## src/hw/rtl/som_ring_pkg.sv

```systemverilog
`timescale 1ns / 1ps
`default_nettype none
// ----------------------------------------------------------------------------
// som_ring_pkg
// Shared constants, types and the Gaussian neighborhood table of the ring map.
// ----------------------------------------------------------------------------
package som_ring_pkg;

   localparam int MAX_NEURONS = 1024;
   localparam int IDX_W       = 10;
   localparam int CNT_W       = 11;
   localparam int COORD_W     = 16;
   localparam int WORD_W      = 2 * COORD_W;
   localparam int SQ_W        = 2 * COORD_W + 1;
   localparam int EXP_DEPTH   = 256;
   localparam int EXP_IDX_W   = 8;
   localparam int EXP_SPAN    = 16;
   localparam int SPAN_SH     = 5;            // 2 * EXP_SPAN as a shift
   localparam int G_W         = 17;
   localparam int LR_W        = 24;
   localparam int RAD_W       = 32;
   localparam int ITER_W      = 32;
   localparam int R_W         = IDX_W;
   localparam int R2_W        = 2 * R_W;
   localparam int D2_W        = 2 * IDX_W;
   localparam int DIV_W       = R2_W + SPAN_SH + EXP_IDX_W;

   localparam logic [31:0] LR_DECAY = 32'd4294838447;
   localparam logic [31:0] N_DECAY  = 32'd4293678806;
   localparam logic [RAD_W-1:0] ONE_Q16 = RAD_W'(65536);
   localparam logic [15:0] REC10    = 16'd52429;   // 2^19 / 10, exact below 2^16
   localparam int          REC10_SH = 19;

   localparam logic [CNT_W-1:0] NEURONS_RST  = CNT_W'(1024);
   localparam logic [LR_W-1:0]  LR_START_RST = LR_W'(13421773);
   localparam logic [ITER_W-1:0] LIMIT_RST   = ITER_W'(100000);

   localparam logic [1:0] CSR_NEURONS = 2'd0;
   localparam logic [1:0] CSR_LR      = 2'd1;
   localparam logic [1:0] CSR_LIMIT   = 2'd2;

   localparam logic ACT_LOAD  = 1'b0;
   localparam logic ACT_TRAIN = 1'b1;

   typedef logic [G_W-1:0] gauss_tab_type [EXP_DEPTH];

   // token handed from cell to cell along the divider chain
   typedef struct packed {
      logic                 vld;
      logic [IDX_W-1:0]     idx;
      logic [COORD_W-1:0]   wx;
      logic [COORD_W-1:0]   wy;
      logic                 over;
      logic [DIV_W-1:0]     rem;
      logic [EXP_IDX_W-1:0] quot;
   } div_tok_type;

   // read issue from the sequencer to a pass unit
   typedef struct packed {
      logic             vld;
      logic [IDX_W-1:0] idx;
      logic [IDX_W-1:0] ring_dist;
   } issue_type;

   // exp(-t) over [0, EXP_SPAN) by repeated multiplication
   function automatic gauss_tab_type build_gauss();
      logic [63:0]   x;
      logic [63:0]   term;
      logic [63:0]   sum;
      logic [63:0]   acc;
      gauss_tab_type t;
      x    = (64'(EXP_SPAN) << 32) / 64'(EXP_DEPTH);
      term = 64'd1 << 32;
      sum  = 64'd1 << 32;
      acc  = 64'd1 << 32;
      for (int k = 1; k <= 20; k++) begin
         term = ((term * x) >> 32) / 64'(k);
         if ((k % 2) == 1) begin
            sum = sum - term;
         end else begin
            sum = sum + term;
         end
      end
      for (int j = 0; j < EXP_DEPTH; j++) begin
         t[j] = G_W'((acc + 64'h8000) >> 16);
         acc  = (acc * sum) >> 32;
      end
      return t;
   endfunction

   localparam gauss_tab_type GAUSS_TAB = build_gauss();

   // saturate the neuron count to the ring limits
   function automatic logic [CNT_W-1:0] ring_size(input logic [CNT_W-1:0] n);
      logic [CNT_W-1:0] r;
      r = n;
      if (n < CNT_W'(2)) begin
         r = CNT_W'(2);
      end else if (n > CNT_W'(MAX_NEURONS)) begin
         r = CNT_W'(MAX_NEURONS);
      end
      return r;
   endfunction

endpackage
`default_nettype wire

```

## src/hw/rtl/som_ring_srch.sv

```systemverilog
`timescale 1ns / 1ps
`default_nettype none
// ----------------------------------------------------------------------------
// som_ring_srch
// Winner search: squared distance per neuron and a running minimum.
// ----------------------------------------------------------------------------
module som_ring_srch
   import som_ring_pkg::*;
(
   input  wire logic               clock,
   input  wire logic               reset,
   input  wire logic               clear,
   input  wire issue_type          issue,
   input  wire logic [WORD_W-1:0]  rd_data,
   input  wire logic [COORD_W-1:0] px,
   input  wire logic [COORD_W-1:0] py,
   output logic      [IDX_W-1:0]   winner,
   output logic                    busy
);

   logic                   vld1_ff, vld2_ff, first_ff;
   logic [IDX_W-1:0]       idx1_ff, idx2_ff, win_ff;
   logic [2*COORD_W-1:0]   sqx_ff, sqy_ff;
   logic [SQ_W-1:0]        best_ff;
   logic [COORD_W-1:0]     wx, wy, dx, dy;
   logic [SQ_W-1:0]        sum;

   assign wx  = rd_data[WORD_W-1:COORD_W];
   assign wy  = rd_data[COORD_W-1:0];
   assign dx  = (px >= wx) ? px - wx : wx - px;
   assign dy  = (py >= wy) ? py - wy : wy - py;
   assign sum = SQ_W'(sqx_ff) + SQ_W'(sqy_ff);

   // align the tag with the read data, then square
   always_ff @(posedge clock) begin
      if (reset) begin
         vld1_ff <= 1'b0;
         vld2_ff <= 1'b0;
      end else begin
         vld1_ff <= issue.vld;
         vld2_ff <= vld1_ff;
      end
      idx1_ff <= issue.idx;
      idx2_ff <= idx1_ff;
      sqx_ff  <= dx * dx;
      sqy_ff  <= dy * dy;
   end

   // keep the least distance, lowest index on a tie
   always_ff @(posedge clock) begin
      if (reset) begin
         first_ff <= 1'b1;
      end else if (clear) begin
         first_ff <= 1'b1;
      end else if (vld2_ff && (first_ff || sum < best_ff)) begin
         first_ff <= 1'b0;
      end
      if (vld2_ff && (first_ff || sum < best_ff)) begin
         best_ff <= sum;
         win_ff  <= idx2_ff;
      end
   end

   assign winner = win_ff;
   assign busy   = vld1_ff | vld2_ff;

endmodule
`default_nettype wire

```

## config.mk

```make
export PLATFORM = sky130hd
export DESIGN_NAME = som_ring_srch
export DESIGN_NICKNAME = d
export VERILOG_FILES = /design/src/hw/rtl/som_ring_pkg.sv /design/src/hw/rtl/som_ring_srch.sv
export SDC_FILE = /design/constraint.sdc
export NUM_CORES = 1
export LEC_CHECK = 0
export ABC_AREA = 1
export BUFFER_PORTS_ARGS = -buffer_cell sky130_fd_sc_hd__buf_4
export CORE_MARGIN = 5
export CORE_UTILIZATION = 49
export CTS_CLUSTER_SIZE = 20
export DETAILED_ROUTE_END_ITERATION = 10
export PLACE_DENSITY = 0.78
export SLEW_MARGIN = 20
export SYNTH_ARGS = -nofsm -noshare
export SYNTH_HDL_FRONTEND = slang
export SYNTH_SLANG_ARGS = --single-unit
```

## constraint.sdc

```tcl
create_clock -name clock -period 10.95 [get_ports clock]
set_clock_uncertainty 0.1 [all_clocks]
set_input_delay 0 -clock clock [delete_from_list [all_inputs] [get_ports clock]]
set_output_delay 0 -clock clock [all_outputs]
set_load 0.02 [all_outputs]
```

==> summary.md <==
| Metric | Value |
|---|---|
| Die Wd | `about 230 µm` |
| Vias in the first global route | `a little under 20000` |
| Final ANT Viol Nets | `0` |
| Worst hold slack | `0.127 ns` |
| Slowest CP cell | `fa_1` |
| FF-to-FF setup slack | `around 6.2 ns` |
| Final Hold Viols | `0` |
| Synth Cell Area | `approximately 24000 µm²` |
| Crit path time final | `7.62 ns` |
| Crit end category | `register` |
| Worst-margin pin slew | `0.888 ns` |
| Post-synth EDFFs | `43` |
| Critical Path RT | `11.21 ns` |
| Ratio of cells with drive above 1 in the final layout | `5.83%` |
| Pre-CTS setup slack | `3.07 ns` |
| Rel. slew slack | `just over 40%` |
| Synth area leaders | `fa_1 (28%), ha_1 (17%), inv_1 (12%)` |
| Num CTS Buffers | `17` |
| Die ar. | `53200 µm²` |
| Worst Slack Setup Final | `3.33 ns` |
| Initial antenna violation count | `0` |
| Buffers on Ports | `88` |
| First-pass GRT wire length | `92400 µm` |
| Hold Path Class | `primary input to register` |
| Critical Path Start | `rd_data[16]` |
| Max-capacitance violation count | `0` |
| Dpl cell area | `25100 µm²` |
| CP max FO | `16` |
| Cell taking the most area after synthesis | `fa_1` |
| Cell count of the worst reg-to-reg path | `17` |
| Fillcell total | `around 4400` |
| Global placement routability congestion | `0.945` |
| Largest net degree at the start of global routing | `42` |
| DRT Pass-1 Iters | `8` |
| Num ports | `99` |
| Via count | `19361` |
| Register area | `between 2000 and 3000 µm²` |
| Overall routing resource usage | `about 21%` |
| Rows | `80` |
| DRC viols | `0` |
| # clock sinks | `128` |
| Via density | `5.14` |
| WL final | `53800 µm` |
| Synth cell count leaders | `inv_1 (733), nand2_1 (593), fa_1 (330)` |
| Ys flop type | `dfxtp_1` |
| Yosys cell types | `49` |
| CP endpoint | `sqx_ff[29]` |
| CTS tree | `built` |
| Critical path type | `primary input to register` |
| Final period utilization | `69.6%` |
| Fmax | `around 130 MHz` |
| Worst reg2reg startpoint | `sqx_ff[5]` |
| Clk buf depth | `2` |
| CP peak stage delay | `around 0.57 ns` |
| Sequential area share after synthesis | `12.6%` |
| Initial DRC Count | `around 1400` |
| Cells after synthesis | `~3000` |
| Worst Setup Start Kind | `primary input` |
| Die H | `231 µm` |
| Yosys warns | `0` |
| FF-to-FF End | `best_ff[14]` |
| HPWL Detailed | `about 46000 µm` |
| Setup TNS | `0 ns` |
| Yosys top cell area share | `27.7%` |
| CTS clk-pin slew, worst paths | `0.06 ns` |
| Net count, final | `3880` |
| Syn Nets | `3795` |
| RSZ-0062 raised after global routing | `no` |
| Clk Latency, worst-skew pair | `between 0.4 and 0.5 ns` |
| Synth Register Bits | `128` |
| Outcome | `complete, no violations` |
| Final setup viols | `0` |
| H-tree levels | `4` |
| Multi-input logic area | `17800 µm²` |
| Post-cts sizing count | `0` |
| Routed wire per std cell | `around 14 µm` |
| WP data arrival | `7.88 ns` |
| Core region area | `roughly 48000 µm²` |
| Root buf cell | `clkbuf_16` |
| Post-synth ARST share | `0%` |
| Slew Limit Fails | `0` |
| Starting Density | `between 40 and 50%` |
| Total grt overflow | `0` |
| Antenna diodes | `0` |
| Mapped Avg Cell Area | `7.80 µm²` |
| Critical path's most frequent cell | `nand2_1` |
| Most numerous cell in the Yosys netlist | `inv_1` |
| Area growth syn-to-layout | `7.97%` |
| Finished Cell Area | `~26000 µm²` |
## placed cells by master, fill, tap and decap left out, drive strengths merged
cell type / Yosys / final
a211oi: 4 / 4
a21boi: 2 / 2
a21o: 7 / 7
a21oi: 186 / 186
a31o: 3 / 3
a31oi: 7 / 7
and3: 1 / 1
buf: 29 / 90
clkbuf: 8 / 19
clkinv: 7 / 13
clkinvlp: 0 / 1
dfxtp: 85 / 85
dlygate4sd3: 0 / 13
edfxtp: 43 / 43
fa: 330 / 330
ha: 320 / 320
inv: 751 / 757
nand2: 615 / 615
nand3: 77 / 77
nand3b: 2 / 2
nand4: 15 / 15
nor2: 267 / 267
nor3: 25 / 25
nor4: 6 / 6
o2111ai: 5 / 5
o211a: 1 / 1
o211ai: 8 / 8
o21a: 7 / 7
o21ai: 92 / 92
o21bai: 13 / 13
or2: 5 / 5
xnor2: 38 / 38
xor2: 98 / 98
## flip-flops by register name, indices dropped and copies added, names as in the netlist
| signal | cells |
|---|---|
| vld1_ff | 1 |
| best_ff | 33 |
| vld2_ff | 1 |
| idx2_ff | 10 |
| first_ff | 1 |
| winner | 10 |
| sqy_ff | 31 |
| sqx_ff | 31 |
| idx1_ff | 10 |
## per-layer routing
metal / routed length [µm] / vias to the layer above / track usage (%)
li1: - / 9480 / -
met1: 24300 / 9220 / 28.7
met2: 25200 / 579 / 34.6
met3: 3280 / 82 / 2.95
met4: 1040 / 0 / 4.26
met5: 0 / - / 0
## area by class of cell
cell class	count	share of cell area, %
well taps	615	2.99
inverters	758	11.1
multi-input cells	2134	69.1
clock inverters	13	0.418
flip-flops and latches	128	11.6
repair buffers	103	3.13
clock buffers	19	1.68
## through the flow
stage          instances  util [%]
5_1_grt             3770      53.7
6_report            3770      53.7
3_3_place_gp        3725      52.3
3_5_place_dp        3725      52.3
2_1_floorplan       3057         -
4_1_cts             3770      53.7
## cells by family after synthesis
kind of cell	share of synthesized area [%]
and+or+nand+nor	17.3
buffers and inverters	12.9
adders and majority gates	44.5
AOI/OAI and AO/OA	7.74
xor gates and xnor gates	5.03
DFF	12.6
## worst max-delay path, delay by kind of cell
family                     cells  cell delay, ns
buffers and inverters         10            1.28
adders and majority gates      9            3.74
xor gates and xnor gates       1            0.13
AOI/OAI and AO/OA              3            1.03
and+or+nand+nor               14            1.69
## worst min path at each step
| stage | startpoint | to | slack (ns) | cells after the start |
|---|---|---|---|---|
| finish | issue[18] | idx1_ff[8] | 0.13 | 2 |
| global route | issue[18] | idx1_ff[8] | 0.12 | 2 |
| CTS | issue[15] | idx1_ff[5] | 0.11 | 2 |
| detailed placement | issue[11] | idx1_ff[1] | 0.008 | 1 |
| global placement | issue[11] | idx1_ff[1] | 0.006 | 1 |
| floorplan | issue[10] | idx1_ff[0] | -0.07 | 0 |
## timing repair
item | 4_1_cts | 5_1_grt
setup endpoints to repair | 0 | 0
hold buffers | 13 | 0
setup buffers | 0 | 0
endpoints found under the hold margin | 13 | 0
Power is not shown: default switching activity piles up to over one toggle a cycle in this logic, so the estimate is an artifact.
